[config.mk]
export PLATFORM = sky130hd
export DESIGN_NAME = phgb_mul
export DESIGN_NICKNAME = d
export VERILOG_FILES = /design/src/rtl/point_cloud_height_grid_binning_macros.svh /design/src/rtl/phgb_mul.sv
export SDC_FILE = /design/constraint.sdc
export NUM_CORES = 2
export LEC_CHECK = 0
export ABC_CLOCK_PERIOD_IN_PS = 8200
export BUFFER_PORTS_ARGS = -buffer_cell sky130_fd_sc_hd__buf_2
export CAP_MARGIN = 40
export CORE_ASPECT_RATIO = 1.1
export CORE_UTILIZATION = 35
export DETAILED_ROUTE_END_ITERATION = 10
export GPL_TIMING_DRIVEN = 1
export SETUP_SLACK_MARGIN = 0.05
export SLEW_MARGIN = 5
export SYNTH_ARGS = -nofsm -noshare
export SYNTH_HDL_FRONTEND = slang
export SYNTH_SLANG_ARGS = --single-unit
[constraint.sdc]
create_clock -name clk -period 8.2 [get_ports clk]
set_input_delay 0.41 -clock clk [delete_from_list [all_inputs] [get_ports clk]]
set_output_delay 0.41 -clock clk [all_outputs]
set_load 0.01 [all_outputs]
[src/rtl/point_cloud_height_grid_binning_macros.svh]
// ---------------------------------------------------------------------------
// Assertion macros for the height grid binning block.
// Checks can be removed from a build by defining NO_ASSERTIONS.
// ---------------------------------------------------------------------------
`ifndef POINT_CLOUD_HEIGHT_GRID_BINNING_MACROS_SVH
`define POINT_CLOUD_HEIGHT_GRID_BINNING_MACROS_SVH
`ifndef NO_ASSERTIONS
// Checked on every clock edge outside reset.
`define PHGB_ASSERT(lbl, prop) \
  lbl: assert property (@(posedge clk) disable iff (!rst_n) prop) \
    else $error("phgb assertion failed");
// Checked on every clock edge, reset included.
`define PHGB_ASSERT_ALWAYS(lbl, prop) \
  lbl: assert property (@(posedge clk) prop) \
    else $error("phgb reset assertion failed");
`else
`define PHGB_ASSERT(lbl, prop)
`define PHGB_ASSERT_ALWAYS(lbl, prop)
`endif
`endif

[src/rtl/phgb_mul.sv]
// ---------------------------------------------------------------------------
// phgb_mul
// Shared signed 32x32 multiplier with a registered product.
// ---------------------------------------------------------------------------
module phgb_mul (
  input  logic               clk,
  input  logic               en,
  input  logic signed [31:0] a,
  input  logic signed [31:0] b,
  output logic signed [63:0] prod
);
  logic signed [63:0] prod_r;

  // The product is taken only when the sequencer issues one.
  always_ff @(posedge clk) begin
    if (en) begin
      prod_r <= a * b;
    end
  end

  assign prod = prod_r;
endmodule

# == Word-level counts from Yosys, hierarchy flattened ==
# Index checks and enable logic that the tools add are counted.
# totals
inputBits,66
reg_bits,64
output_inout_bits,64
# op_classes
multipliers,1
# ops
op,count
$mul A32 B32 Y64,1

# == Longest topological paths before layout ==
# logic_depth
depth_word,1
ltp_mapped,28
depth_no_buf,27

# == Worst setup path after synthesis ==
# OpenSTA, ideal clock, no wires.
# synth_path
path_type,input to register
from,in b[2]
to,"reg prod_r[62], in the netlist prod[62] (data pin)"
cell_stages,24
required_ps,7931
n_path_buf,1
setup_time_ps,269
t_arrival_ps,7538
slack_ps,393
path_cell_list,clkbuf_1 -> nand2_1 -> inv_1 -> fa_1 -> fa_1 -> fa_1 -> fa_1 -> inv_1 -> fa_1 -> inv_1 -> fa_1 -> inv_1 -> fa_1 -> inv_1 -> fa_1 -> ha_1 -> and3_1 -> nand2_1 -> or3_1 -> o22a_1 -> o211ai_1 -> a31oi_1 -> o31ai_1 -> xor2_1
# synth_via
elab_chain_cells,1
# synth_rtl
item,line,text
start: declaration,phgb_mul.sv:9,"input logic signed [31:0] b,"
$mul A32 B32 Y64,phgb_mul.sv:17,prod_r <= a * b;
end signal: assignment,phgb_mul.sv:17,
end: declaration,phgb_mul.sv:12,logic signed [63:0] prod_r;
# No other way between the ends.
# A chain may end at the register's enable or synchronous reset.

# == Worst setup path after layout ==
# layout_path
from,in b[8]
to,"reg prod_r[62], in the netlist prod[62] (data pin)"
# Same word-level chain as after synthesis.

==> results.md <==
* Outcome: complete, no violations
* Ys async rst share at 0%
* Largest area contributor in the netlist: fa_1
* Syn Inst Count at a little under 4000
* Startpoint types: input port
* Final wirelength at 101 mm
* IO buf count at 129
* Ports at 130
* # Max-Cap Violations at 0
* GPL Wtd Cong at 0.885
* Mux contribution to synthesized area at 0%
* Place WS at -0.0471 ns
* Flops & latches, synth at 64
* RSZ-0062 raised after global routing: false
* Worst-path clk slew at 0.06 ns
* WHS Endpoint: prod[13]$_DFFE_PP_
* Largest register FFs at 64
* Slew Limit Fails at 0
* Grt met2 use at 37.3%
* Met1 Resource Use GR at around 22%
* Vias in the first global route at between 20000 and 30000
* Dpl hpwl at about 89 mm
* Initial Utilization at a little over a third
* Initial drt markers at ~1300
* Simple-Gate Fraction of Synth Area at 15.1%
* Synth Warn # at 0
* Synth Flop Type: edfxtp_1
* Complex-gate fraction of the synthesized area at 3.41%
* Syn Std Cell Area at 37900 µm²
* HP Class: in -> reg
* Post-Synth XOR/XNOR Area at 1.73%
* Via count at 25900
* Adder-cell area share of the yosys netlist at between 60% and 70%
* Setup TNS at 0 ns
* DR vias/cell at 4.81
* Die ar. at 110000 µm²
* Syn Nets at approximately 5200
* Htree depth at 3
* Clock sink count at 64
* Die H at between 300 and 400 µm
* Fin nets at 5300
* Seq/Total Area, Yosys at 5.07%
* Most common cell on crit path: fa_1
* Synth cell types at 63
* Fmax at 128 MHz
* Core area at 107000 µm²
* Gr busiest metal: met2
* DRC violations left at 0
* Root buffer cell: clkbuf_16
* Final instance area at between 40000 and 50000 µm²
* Commonest non-fill, non-tap cells in the layout: 1082 x fa_1, 952 x inv_1, 516 x and2_1, 511 x nand2_1, 184 x ha_1
* Area share of the largest cell type after synthesis at 57.2%
* Initial antenna violation count at 9
* Share of cells above drive strength 1 at 7.78%
* Slowest cell on crit path: fa_1
* Max incr delay on CP at 0.63 ns
* Fill count at 10800
* Row cnt at ~130
* CP Max Fanout at 21
* Setup crit end kind: flip-flop
* First drt pass iteration count at 5
* CTS tree: yes
* Largest net degree at the start of global routing at 50
* Hold Crit Start: en
* First-pass GRT wire length at approximately 160 mm
* Post-DR wirelength/cell at roughly 19 µm
* Mean area per synthesized cell at 9.75 µm²
* GRT Util Overall at 19.2%
* Post-synth EDFFs at 64
* Combinational family with the most area after synthesis: adder cells
* Endpoints failing setup at 0
* M3 GR Usage at 1.56%
* Area post-placement at slightly above 40000 µm²
* Final Hold Fails at 0
* Critical Setup Path Class: in -> reg
* TritonCTS buffer count at 9
* Final Cycle Share at between 90% and 100%
* Critical Path AT at 7.90 ns
* Period minus WS final at ~8 ns
* Required @ worst endpoint at 8.27 ns
* Leading cell type in the layout, fill and taps excluded: fa_1
* Leading post-synthesis cells by cell area: fa_1 57%, inv_1 9.4%, and2_1 8.5%
* Max transition margin at 56.1%
* Final WS setup at approximately 0.37 ns
* Hold Crit Depth at 2
* Total grt overflow at 0
* Worst Tran Pin Value at between 0.6 and 0.7 ns
* CTS max path bufs at 2
* Area Overhead vs Synth at 8.08%
* ANT nets after route at 0
* Die width at 316 µm
cell families after synthesis:
| family | after synthesis |
|---|---|
| simple gates | 1134 |
| flops | 64 |
| xor+xnor | 75 |
| fa+ha+maj | 1266 |
| buf+inv | 1152 |
| compound gates | 193 |
metal layers:
| metal | wire length, µm | share of wire [%] | vias to the layer above |
|---|---|---|---|
| met1 | 36500 | 36 | 13900 |
| li1 | - | - | 11300 |
| met5 | 17 | 0.017 | - |
| met4 | 4120 | 4.1 | 2 |
| met2 | 57600 | 57 | 588 |
| met3 | 3040 | 3.0 | 174 |
layout make-up:
type | instances | area, µm² | share of cell area [%]
multi-input cells | 2668 | 31600 | 77.3
clock inverters | 5 | 23.8 | 0.0581
inverters | 952 | 3570 | 8.73
flip-flops and latches | 64 | 1920 | 4.69
well taps | 1408 | 1760 | 4.30
repair buffers | 273 | 1780 | 4.36
clock buffers | 11 | 233 | 0.568
diodes | 1 | 2.50 | 0.00611
worst max path at each step:
stage,to,slack (ns),cells after the start,start
after detailed placement,prod[63]$_DFFE_PP_,-0.05,26,b[2]
after CTS,prod[63]$_DFFE_PP_,0.32,26,b[2]
after floorplan,prod[62]$_DFFE_PP_,0.39,24,b[2]
after global placement,prod[61]$_DFFE_PP_,0.09,24,a[14]
after global routing,prod[62]$_DFFE_PP_,0.10,25,b[8]
final,prod[62]$_DFFE_PP_,0.37,25,b[8]
worst max-delay path: cells and delay by family:
| kind | cells | cell delay [ns] |
|---|---|---|
| XOR/XNOR | 1 | 0.12 |
| AO/OA/AOI/OAI | 6 | 1.43 |
| adder cells (fa/ha/maj) | 9 | 4.34 |
| AND/OR/NAND/NOR | 2 | 0.41 |
| buffers and inverters | 7 | 1.15 |
through the flow:
step	instances	hold slack [ns]	util, %
after floorplan	3884	0.522	-
after global placement	5364	0.829	37.9
after detailed placement	5365	0.824	37.9
after CTS	5381	0.552	38.1
after global routing	5382	0.560	38.1
final	5382	0.566	38.1
cells in the mapped netlist (3+ instances only):
cell type  number
a211oi_1        4
a211oi_2        3
a21boi_0        3
a21o_1         23
a21oi_1        68
a31oi_1        12
and2_1        516
and3_1          7
and4_1          3
buf_2           3
clkbuf_1      195
edfxtp_1       64
fa_1         1082
ha_1          184
inv_1         952
nand2_1       511
nand2b_1        9
nand3_1        15
nand4_1         7
nor2_1         42
nor2b_1         3
nor3_1          6
o211ai_1        3
o21a_1          4
o21ai_0        28
o21bai_1       15
o31ai_1         6
or3_1           4
xnor2_1        53
xor2_1         22
what timing repair did:
item | in CTS | in global routing
endpoints found under the hold margin | 0 | 0
hold buffers | 0 | 0
setup buffers | 0 | 0
setup endpoints to repair | 0 | 2
resized for setup | 0 | 2
Power is not shown: default switching activity piles up to over one toggle a cycle in this logic, so the estimate is an artifact.
