`config.mk`:
```
export PLATFORM = sky130hd
export DESIGN_NAME = phgb_div
export DESIGN_NICKNAME = d
export VERILOG_FILES = /design/src/rtl/point_cloud_height_grid_binning_macros.svh /design/src/rtl/phgb_pkg.sv /design/src/rtl/phgb_div.sv
export SDC_FILE = /design/constraint.sdc
export NUM_CORES = 1
export LEC_CHECK = 0
export BUFFER_PORTS_ARGS = -buffer_cell sky130_fd_sc_hd__buf_2
export CAP_MARGIN = 30
export CELL_PAD_IN_SITES_DETAIL_PLACEMENT = 0
export CELL_PAD_IN_SITES_GLOBAL_PLACEMENT = 1
export CORE_AREA = 2 2 137 139
export DETAILED_ROUTE_END_ITERATION = 8
export DIE_AREA = 0 0 139 141
export PLACE_DENSITY = 0.95
export SLEW_MARGIN = 5
export SYNTH_ARGS = -nofsm -noshare
export SYNTH_HDL_FRONTEND = slang
export SYNTH_SLANG_ARGS = --single-unit
```
`constraint.sdc`:
```
create_clock -name clk -period 7.1 [get_ports clk]
set_input_delay 1.42 -clock clk [delete_from_list [all_inputs] [get_ports clk]]
set_output_delay 1.42 -clock clk [all_outputs]
set_load 0.02 [all_outputs]
```
`src/rtl/point_cloud_height_grid_binning_macros.svh`:
```
// ---------------------------------------------------------------------------
// Assertion macros for the height grid binning block.
// Checks can be removed from a build by defining NO_ASSERTIONS.
// ---------------------------------------------------------------------------
`ifndef POINT_CLOUD_HEIGHT_GRID_BINNING_MACROS_SVH
`define POINT_CLOUD_HEIGHT_GRID_BINNING_MACROS_SVH
`ifndef NO_ASSERTIONS
// Checked on every clock edge outside reset.
`define PHGB_ASSERT(lbl, prop) \
  lbl: assert property (@(posedge clk) disable iff (!rst_n) prop) \
    else $error("phgb assertion failed");
// Checked on every clock edge, reset included.
`define PHGB_ASSERT_ALWAYS(lbl, prop) \
  lbl: assert property (@(posedge clk) prop) \
    else $error("phgb reset assertion failed");
`else
`define PHGB_ASSERT(lbl, prop)
`define PHGB_ASSERT_ALWAYS(lbl, prop)
`endif
`endif

```
`src/rtl/phgb_pkg.sv`:
```
// ---------------------------------------------------------------------------
// phgb_pkg
// Shared types and constants of the height grid binning block.
// ---------------------------------------------------------------------------
package phgb_pkg;

  // Item commands.
  localparam logic [1:0] CMD_CLEAR = 2'd0;
  localparam logic [1:0] CMD_LOAD  = 2'd1;
  localparam logic [1:0] CMD_POINT = 2'd2;
  localparam logic [1:0] CMD_READ  = 2'd3;

  // Configuration register indexes.
  localparam logic [2:0] CFG_CELL_SIZE  = 3'd0;
  localparam logic [2:0] CFG_LAT_WIDTH  = 3'd1;
  localparam logic [2:0] CFG_COLUMNS    = 3'd2;
  localparam logic [2:0] CFG_ROWS       = 3'd3;
  localparam logic [2:0] CFG_HEIGHT_LIM = 3'd4;

  // Reset values of the configuration registers.
  localparam logic [30:0] RST_CELL_SIZE = 31'd3277;
  localparam logic [30:0] RST_LAT_WIDTH = 31'd196608;
  localparam logic [13:0] RST_COLUMNS   = 14'd100;
  localparam logic [13:0] RST_ROWS      = 14'd60;

  localparam int unsigned NUM_COEFS = 12;
  localparam logic [19:0] COUNT_MAX = 20'hFFFFF;
  localparam logic signed [31:0] Q16_ONE = 32'sh0001_0000;

  typedef enum logic [3:0] {
    S_CLEAR, S_IDLE, S_MUL, S_ACC, S_CHK, S_DIVX, S_DIVY, S_FLAT,
    S_ADDR, S_UPD, S_TOT, S_RANGE, S_MEAN, S_DIVM, S_EMIT
  } state_t;

  // Divider request and status.
  typedef struct packed {
    logic start;
    logic long_mode;
  } div_req_t;

  typedef struct packed {
    logic done;
    logic ovf;
  } div_stat_t;

endpackage

```
`src/rtl/phgb_div.sv`:
```
// ---------------------------------------------------------------------------
// phgb_div
// Restoring divider, one quotient bit per cycle, 14 or 32 quotient bits.
// ---------------------------------------------------------------------------
module phgb_div (
  input  logic                clk,
  input  logic                rst_n,
  input  phgb_pkg::div_req_t  req,
  input  logic [51:0]         n_i,
  input  logic [32:0]         d_i,
  output phgb_pkg::div_stat_t stat,
  output logic [31:0]         q_o
);
  import phgb_pkg::*;

  logic        busy_r, done_r, ovf_r;
  logic [32:0] rem_r, d_r;
  logic [31:0] low_r, q_r;
  logic [4:0]  cnt_r;
  logic [33:0] trial;
  logic        ge;
  logic [51:0] n_hi;

  // Dividend bits above the quotient range; they must stay below the divisor.
  assign n_hi  = req.long_mode ? (n_i >> 32) : (n_i >> 14);
  assign trial = {rem_r, low_r[31]};
  assign ge    = trial >= {1'b0, d_r};

  // Control: busy flag, step count and the one-cycle done pulse.
  always_ff @(posedge clk) begin
    if (!rst_n) begin
      busy_r <= 1'b0;
      done_r <= 1'b0;
      cnt_r  <= '0;
    end else begin
      done_r <= 1'b0;
      if (req.start) begin
        busy_r <= 1'b1;
        cnt_r  <= req.long_mode ? 5'd31 : 5'd13;
      end else if (busy_r) begin
        cnt_r <= cnt_r - 5'd1;
        if (cnt_r == 5'd0) begin
          busy_r <= 1'b0;
          done_r <= 1'b1;
        end
      end
    end
  end

  // Datapath: one compare and subtract a cycle.
  always_ff @(posedge clk) begin
    if (req.start) begin
      d_r   <= d_i;
      ovf_r <= n_hi >= {19'd0, d_i};
      rem_r <= n_hi[32:0];
      low_r <= req.long_mode ? n_i[31:0] : {n_i[13:0], 18'd0};
      q_r   <= '0;
    end else if (busy_r) begin
      rem_r <= ge ? 33'(trial - {1'b0, d_r}) : trial[32:0];
      low_r <= {low_r[30:0], 1'b0};
      q_r   <= {q_r[30:0], ge};
    end
  end

  assign stat.done = done_r;
  assign stat.ovf  = ovf_r;
  assign q_o       = q_r;
endmodule

```
# Word-level counts from Yosys, hierarchy flattened
# Cells that the tools add are included.
dict set report word_totals {
  ff_bits 138
  latchBits 0
  mem_bits_rw 0
  mem_bits_ro 0
  inputBits 89
  out_inout_bits 34
  elab_cells 31
  n_memories 0
}
dict set report classes {
  n_addsub 2
  mul 0
  div 0
  order_cmp 2
  n_eq_ne 0
  shifts 0
  mux 14
  n_bitwise 2
  n_reduce_logical 3
}
# cell n
set ops {}
lappend ops {{two-way mux 33 bit} 3}
lappend ops {{two-way mux 32 bit} 3}
lappend ops {{greater-or-equal comparator 38 x 33 -> 1 bit} 1}
lappend ops {{two-way mux 38 bit} 1}
lappend ops {{greater-or-equal comparator 34 x 33 -> 1 bit} 1}
lappend ops {{subtractor 33 bit} 1}
lappend ops {{two-way mux 5 bit} 3}
lappend ops {{zero test 5 bit} 1}
lappend ops {{subtractor 5 x 1 -> 5 bit, second input constant} 1}
lappend ops {{two-way mux 1 bit} 4}
lappend ops {{OR reduction 3 bit} 1}
lappend ops {{inverter 1 bit} 2}
lappend ops {{nonzero test 2 bit} 1}

# Depth between registers and ports, before layout
# Gate-level depths: netlist of the first run.
dict set report logic_depth {
  word_depth 4
  ltp_mapped 16
  ltp_nobuf 13
}

# Worst setup path after synthesis of the first run
# OpenSTA, ideal clock, no wires.
dict set report synth_path {
  path_kind {input to register}
  start {input req[0] (netlist name)}
  end {register ovf_r, data pin}
  setup_ps 262
  arrival_time_ps 3610
  required_time_ps 6838
  path_slack_ps 3228
  path_stages 13
  path_buffers 2
  cell_sequence {buf_1 > buf_1 > mux2i_1 > ha_1 > nand3_1 > a21boi_0 > o21ai_0 > a21oi_1 > o21ai_0 > a311oi_1 > a311oi_1 > o21a_1 > o21ai_0}
}
dict set report synth_between {
  elab_chain_cells 2
}
# element line_no
set synth_lines {}
lappend synth_lines {{from (decl)} phgb_div.sv:8} ;# input phgb_pkg::div_req_t req,
lappend synth_lines {{two-way mux 38 bit} phgb_div.sv:25} ;# assign n_hi = req.long_mode ? (n_i >> 32) : (n_i >> 14);
lappend synth_lines {{greater-or-equal comparator 38 x 33 -> 1 bit} phgb_div.sv:54} ;# ovf_r <= n_hi >= {19'd0, d_i};
lappend synth_lines {{to (signal assigned)} phgb_div.sv:54}
lappend synth_lines {{to (decl)} phgb_div.sv:16} ;# logic busy_r, done_r, ovf_r;
# No other way between the ends.
# A chain may end at the register's enable or synchronous reset.

# Final worst setup path of the first run
dict set report layout_path {
  start {register low_r[31]}
  end {register rem_r[25], data pin}
}
dict set report layout_between {
  elab_chain_cells 4
  word_cells_on_any_way 5
  classes_between {1 x add/sub; 1 x order compare; 3 x mux}
}
# element line_no
set layout_lines {}
lappend layout_lines {{from (decl)} phgb_div.sv:18} ;# logic [31:0] low_r, q_r;
lappend layout_lines {{from (signal assigned)} phgb_div.sv:56} ;# low_r <= req.long_mode ? n_i[31:0] : {n_i[13:0], 18'd0};
lappend layout_lines {{from (signal assigned)} phgb_div.sv:60} ;# low_r <= {low_r[30:0], 1'b0};
lappend layout_lines {{subtractor 33 bit / greater-or-equal comparator 34 x 33 -> 1 bit (equally long branches)} {phgb_div.sv:59, phgb_div.sv:27}}
lappend layout_lines {{two-way mux 33 bit *} phgb_div.sv:59} ;# rem_r <= ge ? 33'(trial - {1'b0, d_r}) : trial[32:0];
lappend layout_lines {{two-way mux 33 bit *} phgb_div.sv:58} ;# end else if (busy_r) begin
lappend layout_lines {{two-way mux 33 bit *} phgb_div.sv:52} ;# if (req.start) begin
lappend layout_lines {{to (signal assigned)} phgb_div.sv:55} ;# rem_r <= n_hi[32:0];
lappend layout_lines {{to (signal assigned)} phgb_div.sv:59}
lappend layout_lines {{to (decl)} phgb_div.sv:17} ;# logic [32:0] rem_r, d_r;
# Mark *: on every way between the ends. The rest lies on a longest branch, timed or not. The select of a mux whose other input is x is not followed.

==> metrics.txt, run 1 <==
outcome=finished clean; vias in the first global route=just under 7k; Worst Setup EP=rem_r[25]; Vias=approximately 7k; Total Wirelength=22300 µm; PD cells=between 200 and 300 nW/µm²; final setup vio count=0; post-synthesis sequential area ratio=43.0%; worst vdd ir=around 0.00020 V; ANT nets after route=0; DRC violations left=0; HPWL Detailed=between 15000 and 20000 µm; dominant synthesized flop cell=edfxtp_1; Req. time, crit path=about 7.4 ns; Ant. Diodes=0; Final Max Slew Viols=0; FF-to-FF path depth=14; routability cong.=0.949; post-synth cell types=58; post-synthesis async set-or-reset flop share=0%; Final WS setup=slightly below 3 ns; Reg power frac=35.5%; RR Endpoint=rem_r[25]; Comb power frac=~34%; clock group share of total power=between 30% and 40%; initial antenna violation count=0; Seq cells post-synth=around 140; io pins=around 120; Post-Syn Instances=between 800 and 900; Max-cap violations=0; hold path depth=2; critical path type=reg2reg; First-pass DRT Iterations=5; crit path from=low_r[31]; commonest non-fill, non-tap cell in the layout=buf_2; Max transition margin=between 30 and 40%; Initial Util=47.8%; post-synthesis net count=1055; I/O Buffers=122; simple-gate area share of the yosys netlist=a little under an eighth; Critical Path Sink Type=register; Synth Area in Compound Gates=between 15 and 20%; Die H=141 µm; fin crit share=about 59%; internal power=0.00186 W; Critical Path AT=between 4 and 5 ns; Fmax=between 200 and 250 MHz; pin count of the biggest net entering global routing=87; dpl cell area=roughly 9500 µm²; most frequent cells in the layout=buf_2 (121), nor2_1 (114), edfxtp_1 (99); CTS tree=yes; Core ar.=18300 µm²; HP Class=reg2reg; Leak=4.55 nW; Worst Tran Pin Value=just over 0.9 ns; layout cells sized above 1=between 10% and 20%; pre-CTS setup slack=approximately 2.8 ns; residual overflow from global routing=0; endpoints failing hold=0; # Post-CTS Setup Buffers=0; switching part of the total=between 30% and 40%; Nets=around 1.2k; initial drt markers=approximately 570; Root Buffer=clkbuf_16; fin area=10100 µm²; CTS Buffer Depth=2; Cell Area, Synth=~8700 µm²; RSZ-0062 raised after global routing=false; first-pass GRT wire length=roughly 35000 µm; RR Startpoint=low_r[31]; number of placement rows=50; Area Overhead vs Synth=15.4%; post-synthesis mux area share=~8.8%; CP max FO=36; CTS H-Tree Depth=4; setup TNS=0 ns; worst-skew pair later-pin latency=roughly 0.43 ns; post-synthesis area per instance=around 10 µm²; CTS sink count=~140; Die W=roughly 140 µm; hold_buf cts=0; adder-cell area share of the yosys netlist=9.98%; xor and xnor area share after synthesis=under 10%; Worst Skew=roughly 0.0095 ns; largest family of logic cells by synthesized area=compound AO/OA/AOI/OAI gates; Fillers=around 1.6k; Tmin final=4.19 ns; EDFF count, synth=99; Total GRT Usage=between 20 and 25%; worst hold slack=a little over 0.5 ns; Yosys warning count=0; critical path launch point type=register; WL per Instance=~18 µm; Tot Pwr=0.00290 W; register clock-pin slew on the reported worst setup and hold paths=around 0.070 ns; reg2reg setup slack=around 2.9 ns; post-CTS sizing=0; die area=about 20000 µm²; Vias per Instance=about 5.7; Net Sw Power=roughly 0.0010 W; CTS Buf Count=17
-- critical path, cell delays in order, from the launching register on --
cell      delay (ns)
edfxtp_1        0.39
inv_1           0.07
ha_1            0.15
inv_1           0.05
fa_1            0.41
a21o_1          0.26
a221oi_4        0.29
a31oi_1         0.16
a21o_1          0.29
a221oi_4        0.30
o211a_2         0.59
buf_4           0.48
nor3b_1         0.09
mux2_2          0.30
a211oi_2        0.19
-- cell families after synthesis --
family / after synthesis
AOI/OAI and AO/OA: 232
buffers and inverters: 123
and+or+nand+nor: 230
adders and majority gates: 69
xor gates and xnor gates: 31
muxes: 74
DFF: 138
-- through the flow --
step | util (%) | cells
final | 55.1 | 1246
after global routing | 55.1 | 1246
after CTS | 55.1 | 1246
after global placement | 51.8 | 1213
after detailed placement | 51.9 | 1214
after floorplan | - | 897
-- sequential cells by signal, summed over array words and instances, names as in the netlist --
signal,count
rem_r,33
q_o,32
d_r,33
busy_r,1
cnt_r,5
done_r,1
low_r,32
ovf_r,1
-- synth_stat cells (2+ instances only) --
library cell	number	share of area [%]
o211ai_1	2	0.17
and2_1	2	0.14
nor3b_1	4	0.34
a22o_1	17	1.7
a21boi_0	6	0.52
or2_2	3	0.22
a211oi_2	2	0.29
nor2b_1	16	1.1
o21bai_1	5	0.43
dfxtp_1	39	8.9
and4_1	2	0.20
a21oi_1	98	5.6
a211oi_1	7	0.60
nand2_1	40	1.7
buf_2	2	0.11
a31o_2	2	0.20
a311oi_1	2	0.20
o22ai_1	2	0.14
nand2b_1	6	0.43
nor2_1	114	4.9
a221oi_1	2	0.20
a211o_1	3	0.30
o31ai_1	2	0.17
nor3_1	13	0.75
edfxtp_1	99	34
nand4_1	10	0.72
and3_1	8	0.57
clkbuf_1	25	1.1
nand3_1	10	0.57
a21o_1	22	1.9
o21a_1	8	0.69
o21ai_0	33	1.9
a31oi_1	6	0.43
a221oi_4	2	0.60
buf_1	10	0.43
buf_4	6	0.52
mux2i_1	53	6.1
ha_1	68	9.7
inv_1	76	3.3
buf_6	2	0.26
a2111o_1	2	0.26
mux2_2	21	2.7
xor2_1	11	1.1
xnor2_1	20	2.0
-- power by group through the flow --
stage	combinational (W)	sequential (W)	clock, W
after CTS	0.000973	0.00103	0.000893
after floorplan	0.000757	0.00103	0
after detailed placement	0.000961	0.00104	0
after global placement	0.000944	0.00105	0
final	0.000987	0.00103	0.000883
after global routing	0.00109	0.00104	0.000924
-- worst min path at each step --
stage                  start      end  slack [ns]
CTS                  q_o[31]  q_o[31]        0.51
global placement     q_o[31]  q_o[31]        0.47
global route         q_o[13]  q_o[13]        0.54
floorplan           cnt_r[3]   busy_r        0.51
detailed placement   q_o[31]  q_o[31]        0.49
finish               q_o[31]  q_o[31]        0.51
-- final cells by class --
| cell class | instances | area, µm² | share of cell area, % |
|---|---|---|---|
| clock buffer | 17 | 425 | 4.22 |
| clock inverter | 15 | 169 | 1.68 |
| inverter | 77 | 289 | 2.87 |
| multi-input combinational | 636 | 4460 | 44.3 |
| sequential | 138 | 3750 | 37.3 |
| tap | 234 | 293 | 2.91 |
| timing repair buffer | 129 | 678 | 6.73 |
-- layer usage --
| metal | share of wire [%] | global-route usage [%] | vias up |
|---|---|---|---|
| met5 | 0 | 0 | - |
| met4 | 4.1 | 11.1 | 0 |
| met3 | 7.2 | 4.21 | 50 |
| met2 | 45 | 35.3 | 252 |
| met1 | 44 | 30.4 | 3365 |
| li1 | - | - | 3435 |
Note: power is estimated with default switching activity, not from simulation.
==> inputs of run 2 (changes only) <==
CORE_AREA = 2 2 149 151   (was 2 2 137 139)
DIE_AREA = 0 0 151 153   (was 0 0 139 141)
PLACE_DENSITY = 0.88   (was 0.95)
clock period = 3.4 ns   (was 7.1 ns; I/O delays follow)
==> metrics.txt, run 2 (synthesis results as in run 1) <==
Fmax=~310 MHz; io pins=roughly 120; Initial Util=slightly above 40%; Root Buffer=clkbuf_16; Tmin final=between 3 and 4 ns; dpl cell area=a little under 10000 µm²; reg2reg setup slack=~0.16 ns; PD cells=between 500 and 600 nW/µm²; I/O Buffers=roughly 120; CTS sink count=138; routability cong.=0.888; Ant. Diodes=0; CTS Buffer Depth=2; pin count of the biggest net entering global routing=69; final setup vio count=0; critical path launch point type=register; vias in the first global route=6974; Die H=around 150 µm; Worst Tran Pin Value=0.759 ns; CTS H-Tree Depth=4; die area=roughly 23000 µm²; worst vdd ir=about 0.00040 V; critical path type=reg2reg; Max-cap violations=0; initial antenna violation count=1; ANT nets after route=0; number of placement rows=54; RR Endpoint=rem_r[28]; HP Class=in2reg; Area Overhead vs Synth=18.1%; Tot Pwr=0.00612 W; first-pass GRT wire length=around 36000 µm; register clock-pin slew on the reported worst setup and hold paths=roughly 0.070 ns; pre-CTS setup slack=-0.0345 ns; DRC violations left=0; hold path startpoint=d_i[29]; hold path depth=1; Vias per Instance=5.36; FF-to-FF path depth=14; worst-skew pair later-pin latency=~0.43 ns; Final Max Slew Viols=0; Die W=151 µm; initial drt markers=approximately 470; CTS Buf Count=17; outcome=finished clean; Critical Path Sink Type=register; Core ar.=21500 µm²; Regs by FF count=d_r (33), rem_r (33); worst hold slack=approximately 0.44 ns; residual overflow from global routing=0; Total Wirelength=about 23000 µm; Fillers=2058; fin crit share=95.2%; First-pass DRT Iterations=5; Nets=about 1.2k; RR Startpoint=low_r[31]; WL per Instance=between 15 and 20 µm; CTS tree=yes; commonest non-fill, non-tap cell in the layout=buf_2; HPWL Detailed=around 18000 µm; CP max FO=7; Total GRT Usage=between 20 and 25%; endpoints failing hold=0; Worst Skew=around 0.01 ns; Req. time, crit path=3.55 ns; Max transition margin=roughly 49%; setup TNS=0 ns; Leak=4.66 nW; most frequent cells in the layout=buf_2 (121), nor2_1 (114), edfxtp_1 (99); layout cells sized above 1=21.3%; Critical Path AT=approximately 3.4 ns; Vias=slightly above 7k; Final WS setup=around 0.16 ns; fin area=roughly 10000 µm²; Worst Hold Path EP=d_r[29]
run 2: area by class of cell:
type | count | area (µm²) | area share (%)
repair buffers | 152 | 862 | 8.36
clock buffers | 17 | 425 | 4.13
multi-input cells | 636 | 4480 | 43.4
well taps | 280 | 350 | 3.40
inverters | 77 | 289 | 2.80
flip-flops and latches | 138 | 3750 | 36.4
clock inverters | 15 | 150 | 1.46
run 2: worst max-delay path by stage:
| stage | start | slack (ns) | end | depth (start not counted) |
|---|---|---|---|---|
| after CTS | low_r[31] | 0.004 | rem_r[13] | 13 |
| after global routing | low_r[31] | -0.02 | rem_r[28] | 14 |
| after floorplan | low_r[31] | 0.24 | rem_r[32] | 15 |
| after global placement | low_r[31] | 0.08 | rem_r[13] | 13 |
| final | low_r[31] | 0.16 | rem_r[28] | 14 |
| after detailed placement | low_r[31] | -0.03 | rem_r[13] | 13 |
run 2: metrics by stage:
stage | utilization [%] | cells
after floorplan | - | 897
after global routing | 48.0 | 1315
after global placement | 45.1 | 1280
final | 48.0 | 1315
after CTS | 47.8 | 1312
after detailed placement | 45.1 | 1280
run 2: routing by layer:
metal / up-vias / wire [µm] / track usage, % / share of wire (%)
li1: 3473 / - / - / -
met1: 3301 / 10600 / 27.8 / 46
met2: 223 / 10000 / 30.2 / 44
met3: 43 / 1420 / 4.69 / 6.2
met4: 2 / 908 / 9.12 / 4.0
met5: - / 8 / 0 / 0.035
run 2: worst max-delay path, cell delays in order, from the launching register on:
cell,delay [ns]
edfxtp_1,0.39
inv_1,0.07
ha_1,0.15
inv_1,0.06
fa_2,0.37
a21o_1,0.24
a221oi_4,0.28
a31oi_1,0.14
a21o_1,0.23
a221oi_4,0.26
o211a_4,0.21
buf_4,0.15
buf_4,0.16
mux2i_1,0.18
a21oi_1,0.08
run 2: repair_timing:
action	in CTS	in global routing
buffers inserted	0	3
pin swaps	0	6
hold buffers	0	0
cloned	0	0
endpoints found under the setup margin	8	33
resized for setup	2	4
run 2: report_power, final:
part | leakage, nW | switching [W] | internal (W)
sequential | 1.31 | 0.000101 | 0.00205
combinational | 3.07 | 0.00123 | 0.000927
clock | 0.287 | 0.000843 | 0.000979
==> inputs of run 3 (changes only) <==
CORE_AREA = 2 2 137 165   (was 2 2 149 151)
DIE_AREA = 0 0 139 167   (was 0 0 151 153)
==> metrics.txt, run 3 (synthesis results as in run 1) <==
critical path launch point type=register; Max-cap violations=0; fin crit share=97.6%; Fmax=around 300 MHz; Core ar.=roughly 22000 µm²; CTS Buf Count=17; residual overflow from global routing=0; number of placement rows=59; worst vdd ir=0.000344 V; Nets=1191; Die W=139 µm; CTS tree=yes; Total GRT Usage=between 20% and 30%; endpoints failing hold=0; pre-CTS setup slack=~0.016 ns; initial antenna violation count=0; RR Startpoint=low_r[31]; Tmin final=3.32 ns; Vias per Instance=between 5 and 6; Total Wirelength=~24000 µm; Vias=approximately 7.1k; setup TNS=0 ns; Req. time, crit path=approximately 3.6 ns; HP Class=in2reg; CTS sink count=138; vias in the first global route=just over 7k; io pins=~120; FF-to-FF path depth=14; I/O Buffers=122; CTS H-Tree Depth=4; RSZ-0062 raised after global routing=true; CP max FO=22; commonest non-fill, non-tap cell in the layout=buf_2; Final Max Slew Viols=0; Regs by FF count=d_r (33), rem_r (33); Initial Util=between 40 and 50%; Final WS setup=0.0823 ns; pin count of the biggest net entering global routing=48; Die H=around 170 µm; layout cells sized above 1=a little under a quarter; HPWL Detailed=~18000 µm; First-pass DRT Iterations=5; Critical Path AT=3.47 ns; worst hold slack=between 0.4 and 0.5 ns; die area=23200 µm²; Ant. Diodes=0; Root Buffer=clkbuf_16; Leak=~4.8 nW; critical path type=reg2reg; Max transition margin=a little over half; most frequent cells in the layout=buf_2 (121), nor2_1 (114), edfxtp_1 (99); ANT nets after route=0; final setup vio count=0; hold path depth=1; CTS Buffer Depth=2; DRC violations left=0; PD cells=roughly 600 nW/µm²; register clock-pin slew on the reported worst setup and hold paths=0.06 ns; Area Overhead vs Synth=20.0%; initial drt markers=approximately 440; Worst Skew=roughly 0.0098 ns; Tot Pwr=0.00625 W; first-pass GRT wire length=37800 µm; routability cong.=between 0.8 and 0.9; hold path startpoint=d_i[27]; worst-skew pair later-pin latency=0.43 ns; WL per Instance=between 15 and 20 µm; Worst Tran Pin Value=just under 0.7 ns; Critical Path Sink Type=register; outcome=finished clean; crit path from=low_r[31]
-- run 3: cell types whose count changed in the layout (fill, tap and decap cells not counted), moves of 2 or more --
| cell | before | now |
|---|---|---|
| buf_6 | 1 | 3 |
| mux2_4 | 0 | 2 |
| mux2_2 | 21 | 19 |
| buf_4 | 28 | 33 |
| clkinv_8 | 2 | 0 |
| inv_4 | 1 | 3 |
| buf_12 | 1 | 5 |
-- run 3: metrics by stage --
stage	cells	area, µm²	util (%)
final	1320	10500	48.6
after global routing	1320	10500	48.6
after CTS	1313	10400	48.2
after detailed placement	1280	9770	45.3
after global placement	1280	9770	45.3
after floorplan	897	8730	-
-- run 3: per-layer routing --
metal | GRT usage (%) | vias up | part of all wire, %
li1 | - | 3502 | -
met1 | 25.3 | 3340 | 43
met4 | 10.5 | 0 | 4.2
met3 | 4.26 | 48 | 5.7
met5 | 0 | - | 0
met2 | 33.8 | 245 | 48
-- run 3: timing repair --
| action | CTS | global route |
|---|---|---|
| cloned | 1 | 0 |
| hold buffers | 0 | 0 |
| setup buffers | 0 | 7 |
| pin swaps | 1 | 9 |
| resized for setup | 1 | 13 |
| endpoints found under the setup margin | 2 | 32 |
-- run 3: layout make-up --
| cell class | instances | area (µm²) |
|---|---|---|
| fillers | 2057 | 11100 |
| clock inverters | 14 | 119 |
| inverters | 77 | 289 |
| well taps | 274 | 343 |
| flip-flops and latches | 138 | 3750 |
| repair buffers | 163 | 1020 |
| clock buffers | 18 | 450 |
| multi-input cells | 636 | 4500 |
-- run 3: power by group --
part	total (W)	switching (W)	internal, W
Combinational	0.00229	0.00128	0.00101
Clock	0.00181	0.000806	0.00101
Sequential	0.00214	0.0000949	0.00205
Total	0.00625	0.00218	0.00407
-- run 3: worst max-delay path, stage by stage (launching register included) --
cell and delay, ns:
edfxtp_1 0.38, inv_1 0.07, ha_2 0.17, inv_2 0.04, fa_2 0.33, a21o_1 0.22
a221oi_4 0.32, a31oi_2 0.16, a21o_1 0.28, a221oi_4 0.30, o211a_4 0.24, buf_12 0.18
nor2_1 0.06, a211oi_1 0.22, a21oi_1 0.06
-- run 3: worst paths after layout --
path / end / slack (ns)
hold reg to reg: q_o[31] / 0.50
setup / recovery: rem_r[0] / 0.08
hold / removal: d_r[27] / 0.44
setup reg to reg: rem_r[0] / 0.08
